--- config.mk ---
export PLATFORM = sky130hd
export DESIGN_NAME = alm_vram
export DESIGN_NICKNAME = d
export VERILOG_FILES = /design/src/sv/alm_pkg.sv /design/src/sv/alm_vram.sv
export SDC_FILE = /design/constraint.sdc
export NUM_CORES = 1
export LEC_CHECK = 0
export CORE_MARGIN = 2
export CORE_UTILIZATION = 25
export CTS_BUF_LIST = sky130_fd_sc_hd__clkbuf_16
export DETAILED_ROUTE_END_ITERATION = 16
export DONT_BUFFER_PORTS = 1
export SYNTH_ARGS = -nofsm -noshare
export SYNTH_HDL_FRONTEND = slang
export SYNTH_SLANG_ARGS = --single-unit
--- constraint.sdc ---
create_clock -name clk -period 4 [get_ports clk]
set_input_delay 0.4 -clock clk [delete_from_list [all_inputs] [get_ports clk]]
set_output_delay 0.4 -clock clk [all_outputs]
set_load 0.05 [all_outputs]
--- src/sv/alm_pkg.sv ---
// ---------------------------------------------------------------------------
// alm_pkg
// shared types and constants of the audio level meter
// ---------------------------------------------------------------------------
`default_nettype none

package alm_pkg;

    localparam int MAX_CHANNELS      = 8;
    localparam int CH_BITS           = 3;
    localparam int MAX_BUFFER_FRAMES = 4096;
    localparam int FRAME_BITS        = 12;
    localparam int FRAMES_BITS       = 13;
    localparam int SAMPLE_BITS       = 16;
    localparam int RUN_BITS          = 13;
    localparam int SUM_BITS          = 43;
    localparam int LEVEL_BITS        = 31;
    localparam int STAMP_BITS        = 32;
    localparam int CFG_BITS          = 24;
    localparam int CFG_INDEX_BITS    = 3;
    localparam int QUOT_BITS         = 64;
    localparam int ROOT_BITS         = 32;

    localparam logic [RUN_BITS-1:0]   RUN_MAX   = '1;
    localparam logic [SUM_BITS-1:0]   SUM_MAX   = '1;
    localparam logic [LEVEL_BITS-1:0] LEVEL_MAX = '1;
    localparam logic [FRAME_BITS-1:0] FRAME_MAX = FRAME_BITS'(MAX_BUFFER_FRAMES - 1);

    // configuration register indexes
    localparam logic [CFG_INDEX_BITS-1:0] CFG_ACTIVE_CHANNELS = 3'd0;
    localparam logic [CFG_INDEX_BITS-1:0] CFG_CLIP_RUN        = 3'd1;
    localparam logic [CFG_INDEX_BITS-1:0] CFG_DECAY_PER_FRAME = 3'd2;
    localparam logic [CFG_INDEX_BITS-1:0] CFG_HOLD_FRAMES     = 3'd3;
    localparam logic [CFG_INDEX_BITS-1:0] CFG_RMS_BLEND       = 3'd4;

    typedef struct packed {
        logic signed [SAMPLE_BITS-1:0] sample;
        logic [CH_BITS-1:0]            channel;
        logic                          buffer_end;
    } in_item_t;

    typedef struct packed {
        logic [CH_BITS-1:0]    bar;
        logic [LEVEL_BITS-1:0] peak_level;
        logic [LEVEL_BITS-1:0] rms_level;
        logic [LEVEL_BITS-1:0] held_peak;
        logic [LEVEL_BITS-1:0] max_peak;
        logic                  clipping;
        logic                  last;
    } out_item_t;

    // per-buffer, per-channel accumulators
    typedef struct packed {
        logic [SUM_BITS-1:0]    square_sum;
        logic [SAMPLE_BITS-1:0] peak;
        logic [RUN_BITS-1:0]    head_run;
        logic [RUN_BITS-1:0]    tail_run;
        logic                   clip_flag;
    } buf_entry_t;

    // persistent per-bar ballistics
    typedef struct packed {
        logic [RUN_BITS-1:0]   prior_tail;
        logic [LEVEL_BITS-1:0] peak_level;
        logic [LEVEL_BITS-1:0] rms_level;
        logic [LEVEL_BITS-1:0] held_peak;
        logic [STAMP_BITS-1:0] hold_stamp;
        logic [LEVEL_BITS-1:0] max_peak;
        logic                  clip_latch;
    } bar_entry_t;

    typedef enum logic [3:0] {
        ST_IDLE,
        ST_UPDATE,
        ST_PREP,
        ST_BAR_READ,
        ST_BAR_LOAD,
        ST_DIV,
        ST_SQRT,
        ST_MUL_OLD,
        ST_MUL_NEW,
        ST_EMIT
    } state_t;

endpackage

`default_nettype wire

--- src/sv/alm_vram.sv ---
// ---------------------------------------------------------------------------
// alm_vram
// per-channel synchronous memory with valid bits; an entry never written
// since reset or the last clear reads as zero
// ---------------------------------------------------------------------------
`default_nettype none

module alm_vram #(
    parameter int DATA_BITS = 32
) (
    input  wire logic                        clk,
    input  wire logic                        rst_n,
    input  wire logic                        clr,
    input  wire logic                        wr_en,
    input  wire logic [alm_pkg::CH_BITS-1:0] wr_addr,
    input  wire logic [DATA_BITS-1:0]        wr_data,
    input  wire logic                        rd_en,
    input  wire logic [alm_pkg::CH_BITS-1:0] rd_addr,
    output logic      [DATA_BITS-1:0]        rd_data
);
    import alm_pkg::*;

    logic [DATA_BITS-1:0]    mem [MAX_CHANNELS];
    logic [MAX_CHANNELS-1:0] valid_reg;
    logic [DATA_BITS-1:0]    q_reg;
    logic                    qv_reg;

    always_ff @(posedge clk or negedge rst_n)
    begin
        if (!rst_n)
        begin
            valid_reg <= '0;
            qv_reg    <= 1'b0;
        end
        else
        begin
            if (clr)
                valid_reg <= '0;
            else if (wr_en)
                valid_reg[wr_addr] <= 1'b1;
            if (rd_en)
                qv_reg <= valid_reg[rd_addr];
        end
    end

    always_ff @(posedge clk)
    begin
        if (wr_en)
            mem[wr_addr] <= wr_data;
        if (rd_en)
            q_reg <= mem[rd_addr];
    end

    assign rd_data = qv_reg ? q_reg : '0;

endmodule

`default_nettype wire

# Word-level counts from Yosys, hierarchy flattened
# Memories as Yosys holds them, arrays and structs flattened. A register that Yosys moved wholly into a read port is not among the register bits.
# Cells that the tools add are included.
[op_classes]
order_cmp = 3
mux = 9
bitwise = 1
n_reduce_logical = 2
[ops]
columns = ["cell", "count"]
rows = [
  ["two-way mux 32 bit", 1],
  ["two-way mux 8 bit", 2],
  ["< comparator 3 x 4 -> 1 bit (second input constant)", 2],
  ["bitwise OR 8 bit", 1],
  ["two-way mux 1 bit", 4],
  ["binary-select mux 1 bit (select 3 bit)", 1],
  ["demux 1 bit (select 3 bit)", 1],
  ["greater-or-equal comparator 3 x 1 -> 1 bit (second input constant)", 1],
  ["nonzero test 2 bit", 1],
  ["logical AND 1 bit", 1],
]
[totals]
n_memories = 1
in_bits = 43
ramBits = 256
ff_bits = 9
word_cells = 18
[memory_table]
columns = ["memory", "words", "width", "rd", "rd_ports_with_merged_regs", "write_ports", "line_no", "text"]
rows = [
  ["mem", 8, 32, 1, 1, 1, "alm_vram.sv:23", "logic [DATA_BITS-1:0] mem [MAX_CHANNELS];"],
]

# Depth between registers and ports, before layout
# Gate-level depths: netlist (run 1).
[depth]
word_depth = 7
depth_mapped = 6
ltp_nobuf = 3

# Least setup slack after synthesis (run 1)
# No wires, ideal clock.
[synth_timing]
kind = "in2reg"
startpoint = "in wr_addr[0] (netlist name)"
endpoint = "mem mem[0][0], enable pin"
slack_ps = -417
t_required_ps = 3482
setup_time_ps = 518
arrival_ps = 3899
stages = 1
cell_sequence = "nor4b_1"
[synth_rtl]
columns = ["element", "line_no", "text"]
rows = [
  ["from (decl)", "alm_vram.sv:15", "input wire logic [alm_pkg::CH_BITS-1:0] wr_addr,"],
  ["to (decl)", "alm_vram.sv:23", ""],
]
# Straight into the memory's write port.

# Worst setup path after layout (run 1)
[layout_timing]
startpoint = "reg qv_reg"
endpoint = "out rd_data[21]"
[layout_via]
elab_chain_len = 1
[layout_lines]
columns = ["element", "line_no", "text"]
rows = [
  ["from (decl)", "alm_vram.sv:26", "logic qv_reg;"],
  ["from (signal assigned)", "alm_vram.sv:42", "qv_reg <= valid_reg[rd_addr];"],
  ["two-way mux 32 bit", "alm_vram.sv:54", "assign rd_data = qv_reg ? q_reg : '0;"],
  ["to (decl)", "alm_vram.sv:19", "output logic [DATA_BITS-1:0] rd_data"],
]
# No other way between the ends.

==> results of run 1 <==
[synth_stat cells]
cell type / count / share of area (%)
mux4_1: 8 / 1.9
and2_1: 32 / 1.8
nor3_1: 1 / 0.044
mux2i_1: 5 / 0.44
mux4_2: 57 / 11
nor4bb_1: 2 / 0.18
nor4b_1: 1 / 0.077
nand2_1: 2 / 0.066
and4b_1: 2 / 0.18
clkbuf_1: 9 / 0.30
mux2_4: 16 / 2.1
buf_6: 1 / 0.099
clkbuf_4: 1 / 0.066
buf_1: 4 / 0.13
inv_1: 1 / 0.033
dfrtp_1: 9 / 2.0
edfxtp_1: 288 / 76
o21ba_2: 3 / 0.27
nor2_1: 11 / 0.36
nor3b_1: 1 / 0.066
buf_2: 4 / 0.18
mux2_2: 16 / 1.6
buf_12: 3 / 0.53
[where the power goes]
part,leakage (nW),internal [mW],switching [mW]
sequential,2.76,3.54,0.0285
clock,0.490,1.49,1.12
combinational,1.03,0.162,0.168
[logic make-up after synthesis]
group / Yosys count / synth area share [%]
DFF: 297 / 78.3
muxes: 102 / 17.3
and+or+nand+nor: 52 / 2.74
buffers and inverters: 23 / 1.34
AOI/OAI and AO/OA: 3 / 0.265
[worst register-to-register path: cells and delay by family (launching register included)]
family,cells,cell delay (ns)
flops,1,0.38
mux,2,0.78
[through the flow]
stage,util (%),cells,hold slack [ns]
2_1_floorplan,-,477,0.104
3_3_place_gp,26.7,1061,0.105
3_5_place_dp,26.7,1061,0.105
4_1_cts,29.6,1149,0.0533
5_1_grt,29.6,1150,0.0538
6_report,29.6,1150,0.0916
[worst paths after layout]
kind	cells past startpoint	slack, ns	to
worst max-delay path	2	1.80	rd_data[21]
worst min-delay path	1	0.09	q_reg[4]
worst max register to register	2	2.59	q_reg[22]
worst min register to register	2	0.50	valid_reg[5]
max in group asynchronous	1	3.51	qv_reg
min in group asynchronous	1	0.20	valid_reg[7]
[metal layers]
layer  up-vias  GRT usage [%]
met5         -              0
met4         6           2.26
met3        34           2.15
met2       100           16.7
met1      2520           12.2
li1       2091              -
[area by class of cell]
class	instances	area share, %
flip-flops and latches	297	66.5
diodes	1	0.0188
multi-input cells	157	17.8
well taps	600	5.63
inverters	1	0.0281
repair buffers	41	3.10
clock inverters	23	1.31
clock buffers	30	5.63
==> flow_metrics.py, run 1 <==
metrics = {
    "drt": {
        "first_iter_violations": 348,
        "dr.pass1.iters": 4,
        "routed_wl_mm": 22.6,
        "wl_met1_mm": 9.82,
        "highest_layer": "met5",
        "drc_errors": 0,
        "routed-wl-met2_mm": 11.3,
        "wl_per_cell_um": 19.6,
        "ant_nets": 0,
        "vias": 4751,
        "met3_length_mm": 1.12,
        "routed_via_density": 4.13,
    },
    "floorplan": {
        "die-area_um2": 47000,
        "die_w_um": 217,
        "row_count": 78,
        "core_area_um2": 45100,
        "die_h_um": 217,
        "io_pins": 75,
        "initial_core_util_pct": 25.1,
    },
    "critical_path": {
        "cp-end-kind": "output port",
        "reg2reg_from": "mem[7][22]",
        "start_kind": "flip-flop",
        "max_stage_delay_ns": 0.55,
        "cpLargestDelayFamily": "simple AND/OR/NAND/NOR gates",
        "crit_chain": "buf_4, and2_1",
        "crit_buf_inv": 1,
        "required_ns": 3.60,
        "worst-setup-path-type": "flip-flop to output port",
        "worstPathMaxFanout": 33,
        "cp_slowest_cell": "and2_1",
        "startpoint": "qv_reg",
        "worst-endpoint-arrival_ns": 1.80,
    },
    "clock_tree": {
        "h-tree-depth": 1,
        "cts_buffer_depth": 3,
        "cts_sinks": 297,
        "post_cts_buffers": 0,
        "clk_pin_slew_ns": 0.06,
        "cts_tree": "built",
        "cts_inserted_buffers": 30,
        "insertion_delay_ns": 0.56,
        "cts_resized": 0,
        "ctsHoldBuffers": 35,
        "cts_root_buffer": "clkbuf_16",
    },
    "global_route": {
        "grt_pass1_wl_mm": 33.8,
        "track_usage_pct": 9.62,
        "grt_pass1_vias": 5210,
        "antenna_found_initial": 4,
        "overflow": 0,
        "grt_start_max_net_pins": 69,
    },
    "timing": {
        "tightest_slew_ns": 1.22,
        "fin_tns_setup_ns": 0,
        "min_period_ns": 2.20,
        "slew_viol_final": 0,
        "fin_ws_ns": 1.80,
        "relSlewSlack_pct": 18.7,
        "skew_ns": 0.0217,
        "finalCritPeriodShare_pct": 55.0,
        "setup_viol": 0,
        "max_freq_mhz": 455,
        "rsz0062_at_grt": "false",
        "hold_viol_final": 0,
    },
    "power_and_ir_drop": {
        "ir_drop_mv": 0.262,
        "p_per_area_nw_per_um2": 488,
        "leakagePower_nw": 4.28,
        "power.total_mw": 6.51,
    },
    "final_layout": {
        "areaGrowthSynthToFinish_pct": 17.7,
        "n_fill_cell": 4399,
        "final_cell_mix": "288 x edfxtp_1, 57 x mux4_2, 34 x dlygate4sd3_1",
        "design_area_um2": 13300,
        "multi_input_area_um2": 2370,
        "largest_reg_flops": 256,
        "drive_gt1_share_pct": 26.4,
        "fin_nets": 571,
        "final_common_cell": "edfxtp_1",
        "regArea_um2": 8870,
    },
    "placement": {
        "dpl_cell_area_um2": 12000,
        "gp_congestion": 0.654,
        "numPortBuffers": 0,
        "place_hpwl_mm": 11.8,
        "pre_cts_slack_ns": 2.07,
    },
    "flow_run": {
        "drv_cap": 0,
    },
    "min_path": {
        "worstHoldPathType": "primary input to flip-flop",
        "worstHoldStart": "rd_addr[2]",
    },
    "yosys": {
        "ys_ff_latch": 297,
        "yosysUniqueCellTypes": 23,
        "synth_fp_nets": 520,
        "avgSynthCellArea_um2": 23.8,
        "ys_seq_area_share_pct": 78.3,
        "syn_inst": 477,
        "netlist_area_um2": 11300,
        "yosys_warnings": 0,
    },
    "run_status": {
        "run_status": "finished clean",
    },
}
No activity file was read; power rests on OpenSTA's default activity.
==> run 2: changes to the inputs <==
- clock period: 4 -> 2.21 ns (I/O delays scaled with it)
==> run 2 against run 1 <==
Compared with the run above: sequential power is 81% higher; setup slack got worse by 1.5 ns; global-route usage about the same; non-clock buffer count up 10; critical path depth is the same; routed wire length shrank 1.0%; die area did not move; final area is 1.5% higher; first-iteration DRC count decreased by 1.7%; clock skew rose by 0.0079 ns; register-to-register slack got worse by 1.8 ns.
==> flow_metrics.py, run 2 (same netlist as run 1, synthesis figures left out) <==
metrics = {
    "min_path": {
        "hold_end": "q_reg[5]",
        "holdPathStages": 2,
        "worstHoldStart": "rd_addr[1]",
        "worstHoldPathType": "primary input to flip-flop",
    },
    "drt": {
        "routed_wl_mm": 22.4,
        "drc_errors": 0,
        "vias": 4787,
        "ant_nets": 0,
        "wl_per_cell_um": 19.2,
        "first_iter_violations": 342,
        "dr.pass1.iters": 6,
        "routed_via_density": 4.12,
    },
    "placement": {
        "dp.cells": 1070,
        "pre_cts_slack_ns": 0.772,
        "place_hpwl_mm": 12.3,
        "gp_congestion": 0.639,
        "numPortBuffers": 0,
    },
    "global_route": {
        "track_usage_pct": 9.61,
        "overflow": 0,
        "grt_start_max_net_pins": 69,
        "grt_pass1_wl_mm": 34.1,
        "antenna_found_initial": 4,
        "grt_pass1_vias": 5202,
    },
    "floorplan": {
        "die_h_um": 217,
        "io_pins": 75,
        "die-area_um2": 47000,
        "die_w_um": 217,
        "initial_core_util_pct": 25.1,
        "row_count": 78,
        "core_area_um2": 45100,
    },
    "clock_tree": {
        "h-tree-depth": 1,
        "cts_root_buffer": "clkbuf_16",
        "cts_resized": 0,
        "ctsHoldBuffers": 36,
        "cts_inserted_buffers": 29,
        "clk_pin_slew_ns": 0.06,
        "cts_buffer_depth": 3,
        "insertion_delay_ns": 0.55,
        "cts_sinks": 297,
        "post_cts_buffers": 0,
        "cts_tree": "built",
    },
    "run_status": {
        "run_status": "finished clean",
    },
    "timing": {
        "slew_viol_final": 0,
        "skew_ns": 0.0296,
        "finalCritPeriodShare_pct": 84.9,
        "tightest_slew_ns": 0.654,
        "hold_viol_final": 0,
        "relSlewSlack_pct": 56.7,
        "min_period_ns": 1.88,
        "fin_tns_setup_ns": 0,
        "max_freq_mhz": 533,
        "setup_viol": 0,
        "rsz0062_at_grt": "false",
        "fin_ws_ns": 0.335,
    },
    "critical_path": {
        "start_kind": "flip-flop",
        "rrSetupSlack_ns": 0.80,
        "reg2reg_from": "mem[1][23]",
        "reg2reg_to": "q_reg[23]",
        "required_ns": 1.99,
        "worstPathMaxFanout": 12,
        "worst-endpoint-arrival_ns": 1.65,
        "cp-end-kind": "output port",
        "rr_worst_depth": 2,
        "worst-setup-path-type": "flip-flop to output port",
    },
    "power_and_ir_drop": {
        "p_per_area_nw_per_um2": 888,
        "leakagePower_nw": 4.34,
        "ir_drop_mv": 0.505,
    },
    "flow_run": {
        "drv_cap": 0,
    },
    "final_layout": {
        "final_common_cell": "edfxtp_1",
        "final_cell_mix": "288 x edfxtp_1, 57 x mux4_2, 34 x dlygate4sd3_1",
        "areaGrowthSynthToFinish_pct": 19.5,
        "largest_reg_flops": 256,
        "drive_gt1_share_pct": 29.6,
        "fin_util_pct": 30.0,
        "fin_nets": 580,
        "final_cells": 1163,
    },
}
[run 2: layout make-up]
class                   count  area (µm²)
clock buffers              29         726
repair buffers             51         558
fillers                  4373       31600
multi-input cells         157        2380
inverters                   1        3.75
well taps                 600         751
clock inverters            25         234
flip-flops and latches    297        8870
diodes                      3        7.51
[run 2: worst max-delay path: stages, from the launching register on]
cell and delay [ns]:
dfrtp_2 0.36, buf_4 0.19, and2_1 0.57
[run 2: report_power, final]
group	switching, mW	internal, mW
sequential	0.0487	6.41
clock	2.06	2.87
combinational	0.324	0.311
[run 2: worst max path at each step]
stage,from,endpoint,cells after the start
global placement,wr_addr[2],mem[3][20],2
detailed placement,wr_addr[1],mem[4][22],2
finish,qv_reg,rd_data[27],2
CTS,qv_reg,rd_data[30],2
floorplan,wr_en,mem[7][0],2
global route,qv_reg,rd_data[30],2
[run 2: metal layers]
metal  vias up  global-route usage [%]  wire length [µm]
met5         -                       0                19
met4         4                    2.40               352
met3        28                    1.77               827
met2        87                    16.2             11000
met1      2554                    12.8             10200
li1       2114                       -                 -
[run 2: per-stage QoR]
| step | hold WS (ns) | instance area, µm² | power, mW |
|---|---|---|---|
| final | 0.0515 | 13500 | 12.0 |
| after CTS | 0.0253 | 13500 | 12.2 |
| after detailed placement | -0.0736 | 12200 | 7.08 |
| after global routing | 0.0431 | 13500 | 12.4 |
| after floorplan | -0.0746 | 11400 | 7.03 |
| after global placement | -0.0735 | 12200 | 7.07 |
