**src/sv/alm_pkg.sv**
```systemverilog
// ---------------------------------------------------------------------------
// alm_pkg
// shared types and constants of the audio level meter
// ---------------------------------------------------------------------------
`default_nettype none

package alm_pkg;

    localparam int MAX_CHANNELS      = 8;
    localparam int CH_BITS           = 3;
    localparam int MAX_BUFFER_FRAMES = 4096;
    localparam int FRAME_BITS        = 12;
    localparam int FRAMES_BITS       = 13;
    localparam int SAMPLE_BITS       = 16;
    localparam int RUN_BITS          = 13;
    localparam int SUM_BITS          = 43;
    localparam int LEVEL_BITS        = 31;
    localparam int STAMP_BITS        = 32;
    localparam int CFG_BITS          = 24;
    localparam int CFG_INDEX_BITS    = 3;
    localparam int QUOT_BITS         = 64;
    localparam int ROOT_BITS         = 32;

    localparam logic [RUN_BITS-1:0]   RUN_MAX   = '1;
    localparam logic [SUM_BITS-1:0]   SUM_MAX   = '1;
    localparam logic [LEVEL_BITS-1:0] LEVEL_MAX = '1;
    localparam logic [FRAME_BITS-1:0] FRAME_MAX = FRAME_BITS'(MAX_BUFFER_FRAMES - 1);

    // configuration register indexes
    localparam logic [CFG_INDEX_BITS-1:0] CFG_ACTIVE_CHANNELS = 3'd0;
    localparam logic [CFG_INDEX_BITS-1:0] CFG_CLIP_RUN        = 3'd1;
    localparam logic [CFG_INDEX_BITS-1:0] CFG_DECAY_PER_FRAME = 3'd2;
    localparam logic [CFG_INDEX_BITS-1:0] CFG_HOLD_FRAMES     = 3'd3;
    localparam logic [CFG_INDEX_BITS-1:0] CFG_RMS_BLEND       = 3'd4;

    typedef struct packed {
        logic signed [SAMPLE_BITS-1:0] sample;
        logic [CH_BITS-1:0]            channel;
        logic                          buffer_end;
    } in_item_t;

    typedef struct packed {
        logic [CH_BITS-1:0]    bar;
        logic [LEVEL_BITS-1:0] peak_level;
        logic [LEVEL_BITS-1:0] rms_level;
        logic [LEVEL_BITS-1:0] held_peak;
        logic [LEVEL_BITS-1:0] max_peak;
        logic                  clipping;
        logic                  last;
    } out_item_t;

    // per-buffer, per-channel accumulators
    typedef struct packed {
        logic [SUM_BITS-1:0]    square_sum;
        logic [SAMPLE_BITS-1:0] peak;
        logic [RUN_BITS-1:0]    head_run;
        logic [RUN_BITS-1:0]    tail_run;
        logic                   clip_flag;
    } buf_entry_t;

    // persistent per-bar ballistics
    typedef struct packed {
        logic [RUN_BITS-1:0]   prior_tail;
        logic [LEVEL_BITS-1:0] peak_level;
        logic [LEVEL_BITS-1:0] rms_level;
        logic [LEVEL_BITS-1:0] held_peak;
        logic [STAMP_BITS-1:0] hold_stamp;
        logic [LEVEL_BITS-1:0] max_peak;
        logic                  clip_latch;
    } bar_entry_t;

    typedef enum logic [3:0] {
        ST_IDLE,
        ST_UPDATE,
        ST_PREP,
        ST_BAR_READ,
        ST_BAR_LOAD,
        ST_DIV,
        ST_SQRT,
        ST_MUL_OLD,
        ST_MUL_NEW,
        ST_EMIT
    } state_t;

endpackage

`default_nettype wire

```
**src/sv/alm_div.sv**
```systemverilog
// ---------------------------------------------------------------------------
// alm_div
// restoring divider: floor(sum * 2^32 / frames), low 64 bits, one bit a cycle
// ---------------------------------------------------------------------------
`default_nettype none

module alm_div (
    input  wire logic                            clk,
    input  wire logic                            rst_n,
    input  wire logic                            start,
    input  wire logic [alm_pkg::SUM_BITS-1:0]    sum,
    input  wire logic [alm_pkg::FRAMES_BITS-1:0] frames,
    output logic                                 busy,
    output logic      [alm_pkg::QUOT_BITS-1:0]   quotient
);
    import alm_pkg::*;

    localparam int NUM_BITS = SUM_BITS + 32;
    localparam int CNT_BITS = $clog2(NUM_BITS + 1);

    logic [NUM_BITS-1:0]    num_reg;
    logic [FRAMES_BITS-1:0] rem_reg;
    logic [FRAMES_BITS-1:0] den_reg;
    logic [QUOT_BITS-1:0]   quot_reg;
    logic [CNT_BITS-1:0]    cnt_reg;
    logic [FRAMES_BITS:0]   trial;
    logic                   fits;

    assign trial = {rem_reg, num_reg[NUM_BITS-1]};
    assign fits  = trial >= {1'b0, den_reg};

    always_ff @(posedge clk or negedge rst_n)
    begin
        if (!rst_n)
            cnt_reg <= '0;
        else if (start)
            cnt_reg <= CNT_BITS'(NUM_BITS);
        else if (cnt_reg != '0)
            cnt_reg <= cnt_reg - 1'b1;
    end

    always_ff @(posedge clk)
    begin
        if (start)
        begin
            num_reg  <= {sum, 32'd0};
            rem_reg  <= '0;
            den_reg  <= frames;
            quot_reg <= '0;
        end
        else if (cnt_reg != '0)
        begin
            num_reg  <= {num_reg[NUM_BITS-2:0], 1'b0};
            rem_reg  <= fits ? FRAMES_BITS'(trial - {1'b0, den_reg}) : trial[FRAMES_BITS-1:0];
            quot_reg <= {quot_reg[QUOT_BITS-2:0], fits};
        end
    end

    assign busy     = cnt_reg != '0;
    assign quotient = quot_reg;

endmodule

`default_nettype wire

```
**config.mk**
```make
export PLATFORM = sky130hd
export DESIGN_NAME = alm_div
export DESIGN_NICKNAME = d
export VERILOG_FILES = /design/src/sv/alm_pkg.sv /design/src/sv/alm_div.sv
export SDC_FILE = /design/constraint.sdc
export NUM_CORES = 1
export LEC_CHECK = 0
export ABC_AREA = 1
export BUFFER_PORTS_ARGS = -buffer_cell sky130_fd_sc_hd__clkbuf_2
export CAP_MARGIN = 20
export CORE_ASPECT_RATIO = 1.4
export CORE_UTILIZATION = 50
export CTS_CLUSTER_DIAMETER = 120
export DETAILED_ROUTE_END_ITERATION = 12
export PLACE_DENSITY = 0.88
export SYNTH_ARGS = -nofsm -noshare
export SYNTH_HDL_FRONTEND = slang
export SYNTH_SLANG_ARGS = --single-unit
```
**constraint.sdc**
```tcl
create_clock -name clk -period 2.4 [get_ports clk]
set_input_delay 0.48 -clock clk [delete_from_list [all_inputs] [get_ports clk]]
set_output_delay 0.48 -clock clk [all_outputs]
set_load 0.02 [all_outputs]
```
After elaboration in Yosys (flattened, before gate mapping)

Cells that the tools add are included.
W data, S select, Z words.

Shift operators: 0
Reduce and logical (&&, ||, !) cells: 2
Order comparisons: 1
Multipliers: 0
Div/mod/pow operators: 0
Add/sub/neg operators: 2
Equality and inequality tests: 0
Mux-type cells: 5
Bitwise operators: 0

Operator list:

| kind                  | number |
|---|---|
| $mux W75              | 2 |
| $ge A14 B13 Y1        | 1 |
| $mux W7               | 2 |
| $mux W13              | 1 |
| $sub A13 B13 Y13      | 1 |
| $reduce_bool A7 Y1    | 1 |
| $sub A7 B1 Y7 const B | 1 |
| $reduce_bool A2 Y1    | 1 |

Memories kept: 0
Register bits: 140
Word-level logic and storage cells: 15
Bits in writable memories: 0
Latch bits: 0
Output and inout bits: 65
Input bits: 59
Bits in read-only memories: 0

Logic depth before layout (Yosys ltp)

Depth after elaboration: 3
Depth in mapped cells: 14

Worst setup path before layout

No wires, ideal clock.

Path kind: reg2reg
Start point: reg cnt_reg[0]
End point: reg num_reg[32] (enable)
Slack: 0.034 ns
Stages on the path, launching flop included: 10
Arrival time: 1.968 ns
Buffers on the path: 2
Cells stage by stage: dfrtp_1 -> inv_1 -> ha_1 -> nand2_1 -> nor2_4 -> inv_2 -> buf_6 -> buf_6 -> nor2_4 -> inv_1

Longest elaborated chain between the ends: 2

Ends and longest elaborated chain:

| element                      | line          | text |
|---|---|---|
| start: declaration           | alm_div.sv:25 | `logic [CNT_BITS-1:0] cnt_reg;` |
| start signal: assignment     | alm_div.sv:37 | `cnt_reg <= CNT_BITS'(NUM_BITS);` |
| start signal: assignment     | alm_div.sv:39 | `cnt_reg <= cnt_reg - 1'b1;` |
| $reduce_bool A7 Y1           | alm_div.sv:51 | `else if (cnt_reg != '0)` |
| $reduce_bool A2 Y1 (no line) | -             |  |
| end signal: assignment       | alm_div.sv:46 | `num_reg <= {sum, 32'd0};` |
| end signal: assignment       | alm_div.sv:53 | `num_reg <= {num_reg[NUM_BITS-2:0], 1'b0};` |
| end: declaration             | alm_div.sv:21 | `logic [NUM_BITS-1:0] num_reg;` |

No other way between the ends.
A chain may end at the register's enable or synchronous reset.

Worst setup path in the final report

Start point: reg cnt_reg[0]
End point: out busy

Longest elaborated chain between the ends: 1

Ends and longest elaborated chain:

| element            | line          | text |
|---|---|---|
| $reduce_bool A7 Y1 | alm_div.sv:59 | `assign busy = cnt_reg != '0;` |
| end: declaration   | alm_div.sv:13 | `output logic busy,` |

No other way between the ends.

==> report_table.html <==
<table>
<tr><th>Metric</th><th>Value</th></tr>
<tr><th colspan="2">Clock tree</th></tr>
<tr><td>Total of cells resized after clock tree synthesis</td><td>0</td></tr>
<tr><td>Clock Tree Root</td><td>clkbuf_16</td></tr>
<tr><td>Buffers inserted by post-CTS timing repair</td><td>0</td></tr>
<tr><td>Clock-pin slew on the worst setup and hold paths</td><td>0.06 ns</td></tr>
<tr><td>H-tree depth</td><td>4</td></tr>
<tr><td>CTS tree</td><td>built</td></tr>
<tr><td>CTS max path bufs</td><td>2</td></tr>
<tr><td>Number of sinks on the clock net</td><td>140</td></tr>
<tr><td>Number of buffers created by CTS</td><td>17</td></tr>
<tr><td>Number of hold buffers added after cts</td><td>1</td></tr>
<tr><td>Worst skew pair latency</td><td>0.42 ns</td></tr>
<tr><th colspan="2">Logic synthesis</th></tr>
<tr><td>Flip-flop cell with the highest count after synthesis</td><td>dfxtp_1</td></tr>
<tr><td>Leading cell types by total area after synthesis</td><td>edfxtp_1, dfxtp_1, nand2_1</td></tr>
<tr><td>Post-Syn Instances</td><td>769</td></tr>
<tr><td>Largest family of logic cells by synthesized area</td><td>simple AND/OR/NAND/NOR gates</td></tr>
<tr><td>Mapped cell area</td><td>6300 µm²</td></tr>
<tr><td>Async set-or-reset flop fraction in the synthesized netlist</td><td>5.00%</td></tr>
<tr><td>Multiplexer fraction of the synthesized cell area</td><td>0%</td></tr>
<tr><td>Number of nets produced by synthesis</td><td>844</td></tr>
<tr><td>Top cell type's share of synthesized area</td><td>26.7%</td></tr>
<tr><td>Adder and majority gate portion of the synthesized area</td><td>3.30%</td></tr>
<tr><td>Synthesized area per cell</td><td>8.19 µm²</td></tr>
<tr><td>Top cell type by total area after synthesis</td><td>edfxtp_1</td></tr>
<tr><td>Number of distinct standard cells referenced by the synthesized netlist</td><td>36</td></tr>
<tr><td>Number of warnings issued by yosys</td><td>0</td></tr>
<tr><td>Number of synthesized register bits</td><td>140</td></tr>
<tr><td>Post-synthesis sequential area ratio</td><td>53.9%</td></tr>
<tr><td>Area fraction in compound gates after synthesis</td><td>7.92%</td></tr>
<tr><td>Synthesized-area fraction occupied by xor and xnor cells</td><td>0.556%</td></tr>
<tr><td>Post-synth EDFFs</td><td>56</td></tr>
<tr><td>Simple-gate share of the synthesized area</td><td>28.2%</td></tr>
<tr><th colspan="2">Hold path</th></tr>
<tr><td>Worst Min Path Start</td><td>frames[5]</td></tr>
<tr><td>WHS Path Cells</td><td>1</td></tr>
<tr><td>Hold crit path type</td><td>in2reg</td></tr>
<tr><td>Endpoint with the worst hold slack</td><td>den_reg[5]</td></tr>
<tr><th colspan="2">Worst setup path</th></tr>
<tr><td>R2r setup slk</td><td>0.19 ns</td></tr>
<tr><td>Worst reg2reg path startpoint</td><td>num_reg[74]</td></tr>
<tr><td>Crit path largest cell delay</td><td>0.33 ns</td></tr>
<tr><td>Combined buffer and inverter count along the critical path</td><td>3</td></tr>
<tr><td>Kind of cell with the highest combined delay on the critical path</td><td>buffers and inverters</td></tr>
<tr><td>Critical Path Sink Type</td><td>primary output</td></tr>
<tr><td>Number of cells on the worst reg-to-reg path</td><td>13</td></tr>
<tr><td>Required @ worst endpoint</td><td>1.92 ns</td></tr>
<tr><td>Reg-to-reg critical path endpoint</td><td>rem_reg[1]</td></tr>
<tr><td>Startpoint type of the worst setup path</td><td>register</td></tr>
<tr><td>Critical-path maximum fanout</td><td>18</td></tr>
<tr><td>Data arrival time of the worst path</td><td>1.73 ns</td></tr>
<tr><td>CP cell instances</td><td>inv_1, ha_1, nand2_1, nor2_4, inv_2, clkbuf_2</td></tr>
<tr><td>WS Path Type</td><td>reg2out</td></tr>
<tr><td>Slowest cell on crit path</td><td>dfrtp_1</td></tr>
<tr><th colspan="2">GRT</th></tr>
<tr><td>Wire length of the first global-routing pass</td><td>23.1 mm</td></tr>
<tr><td>Via count of the first global-routing pass</td><td>5041</td></tr>
<tr><td>Total routing resource utilization after global routing</td><td>22.3%</td></tr>
<tr><td>Initial antenna violation count</td><td>0</td></tr>
<tr><td>Maximum number of pins on one net before global-route repair</td><td>72</td></tr>
<tr><td>Grt ovf</td><td>0</td></tr>
<tr><th colspan="2">Power and ir drop</th></tr>
<tr><td>Part of the total power dissipated in sequential elements</td><td>41.2%</td></tr>
<tr><td>Leakage dissipation</td><td>0.00398 µW</td></tr>
<tr><td>Fraction of power spent switching nets</td><td>31.8%</td></tr>
<tr><td>Share of power burned in the clock network</td><td>37.8%</td></tr>
<tr><td>Total net switching power</td><td>2140 µW</td></tr>
<tr><td>Logic gate share of total power</td><td>21.1%</td></tr>
<tr><td>Cell-internal power</td><td>4590 µW</td></tr>
<tr><td>Total power per unit cell area</td><td>885 nW/µm²</td></tr>
<tr><td>Highest ir drop seen on vdd</td><td>0.000494 V</td></tr>
<tr><th colspan="2">Cells and area</th></tr>
<tr><td>Diodes inserted</td><td>0</td></tr>
<tr><td>Non-filler instance count after layout</td><td>1047</td></tr>
<tr><td>Max FFs per register</td><td>64</td></tr>
<tr><td>Fraction of layout cells with a size suffix above 1</td><td>22.2%</td></tr>
<tr><td>Post-layout nets</td><td>959</td></tr>
<tr><td>Most frequent cells in the layout</td><td>nand2_1, nor2_1, clkbuf_2, dfxtp_1, o21ai_0</td></tr>
<tr><td>Most frequent standard cell in the layout excluding fill and tap cells</td><td>nand2_1</td></tr>
<tr><td>Signed area change from the synthesized netlist to the final layout</td><td>20.6%</td></tr>
<tr><th colspan="2">Floorplanning</th></tr>
<tr><td>Cell Rows</td><td>48</td></tr>
<tr><td>Chip height</td><td>135 µm</td></tr>
<tr><td>Width of the chip</td><td>96.9 µm</td></tr>
<tr><td>Effective utilization at floorplan</td><td>51.2%</td></tr>
<tr><td>Core Footprint</td><td>12300 µm²</td></tr>
<tr><td>Top-Level Pins</td><td>124</td></tr>
<tr><td>DIE AREA</td><td>13100 µm²</td></tr>
<tr><th colspan="2">Route</th></tr>
<tr><td># DRC</td><td>0</td></tr>
<tr><td>Final wirelength</td><td>14.1 mm</td></tr>
<tr><td>Number of design-rule violations left by the first detailed-router iteration</td><td>275</td></tr>
<tr><td>Total number of vias</td><td>5288</td></tr>
<tr><td>Number of vias per cell after detailed routing</td><td>5.05</td></tr>
<tr><td>Wire per inst</td><td>13.5 µm</td></tr>
<tr><td>Antenna Violating Nets Remaining</td><td>0</td></tr>
<tr><td>Initial DRT Pass Iterations</td><td>4</td></tr>
<tr><th colspan="2">STA</th></tr>
<tr><td>Setup clock skew after layout</td><td>0.00985 ns</td></tr>
<tr><td>Headroom to the max-slew limit</td><td>58.0%</td></tr>
<tr><td>RSZ-0062 raised after global routing</td><td>no</td></tr>
<tr><td>Worst-margin pin slew</td><td>0.630 ns</td></tr>
<tr><td>Min cycle time layout</td><td>2.21 ns</td></tr>
<tr><td>Sum of negative setup slack</td><td>0 ns</td></tr>
<tr><td>Minimum setup slack in the final design</td><td>0.191 ns</td></tr>
<tr><td>Final max-slew violation count</td><td>0</td></tr>
<tr><td>Finish-stage setup viols</td><td>0</td></tr>
<tr><td>Max frequency</td><td>453 MHz</td></tr>
<tr><td>Hold Violations, Final</td><td>0</td></tr>
<tr><td>Portion of the clock cycle consumed by the worst path in the final layout</td><td>92.1%</td></tr>
<tr><th colspan="2">Placement</th></tr>
<tr><td>Dpl cells</td><td>1014</td></tr>
<tr><td>Final HPWL DP</td><td>9.58 mm</td></tr>
<tr><td>Dpl ws</td><td>0.223 ns</td></tr>
<tr><td>Number of buffers inserted by port buffering</td><td>123</td></tr>
<tr><td>Final estimated routing congestion in global placement</td><td>0.910</td></tr>
<tr><th colspan="2">Job</th></tr>
<tr><td>Number of max-cap violations</td><td>0</td></tr>
<tr><th colspan="2">Outcome</th></tr>
<tr><td>Run status</td><td>completed</td></tr>
</table>
power by group through the flow:
stage	logic, µW	registers (µW)	clock network [µW]
after global routing	1600	2790	2670
final	1420	2770	2540
after detailed placement	1400	2820	0
after CTS	1410	2770	2560
after floorplan	1090	2800	0
after global placement	1360	2810	0
worst max path at each step:
stage                  end  slack, ns  cells past startpoint   startpoint
3_5_place_dp   rem_reg[12]       0.22                     14  num_reg[74]
5_1_grt         rem_reg[1]      0.009                     13  num_reg[74]
2_1_floorplan  num_reg[32]       0.03                      9   cnt_reg[0]
4_1_cts               busy       0.16                      6   cnt_reg[0]
6_report              busy       0.19                      6   cnt_reg[0]
3_3_place_gp   rem_reg[12]       0.31                     14  num_reg[74]
synth_stat cells, types with 2 or more instances:
master / count
clkbuf_1: 22
nand4_1: 6
inv_1: 51
nor3_2: 5
nor2_4: 4
o211ai_1: 2
nor2_2: 3
edfxtp_1: 56
o21ai_0: 74
buf_6: 3
o21ai_1: 2
xor2_1: 3
nor3_1: 2
nand3_2: 7
buf_2: 10
nor2_1: 172
inv_2: 5
a21oi_1: 12
nand2_1: 196
dfrtp_1: 7
ha_1: 15
dfxtp_1: 77
o21bai_1: 2
nand2_2: 7
nand3_1: 15
logic make-up (layout without fill, tap and decap cells):
group / after synthesis / after routing
buffers and inverters: 92 / 220
xor gates and xnor gates: 4 / 4
and+or+nand+nor: 422 / 422
DFF: 140 / 140
AOI/OAI and AO/OA: 95 / 95
adders and majority gates: 16 / 16
through the flow:
step	total power, µW	utilization [%]	area, µm²	hold slack [ns]
detailed placement	4220	57.0	7010	0.328
global placement	4170	57.0	7010	0.327
finish	6720	61.7	7590	0.235
CTS	6740	61.7	7590	0.224
floorplan	3890	-	6300	0.184
global route	7050	61.7	7590	0.219
routing by layer:
layer | up-vias | part of all wire [%] | GRT usage [%]
met5 | - | 0 | 0
met4 | 0 | 3.3 | 11.6
met3 | 37 | 4.9 | 6.57
met2 | 145 | 51 | 39.1
met1 | 2422 | 40 | 24.4
li1 | 2684 | - | -
final cells by class:
type	count	area (µm²)
Timing Repair Buffer	131	703
Clock inverter	14	120
Tap cell	150	188
Sequential cell	140	3400
Inverter	57	214
Fill cell	1035	4720
Clock buffer	18	450
Multi-Input combinational cell	537	2520
(Power assumes the default switching activity.)
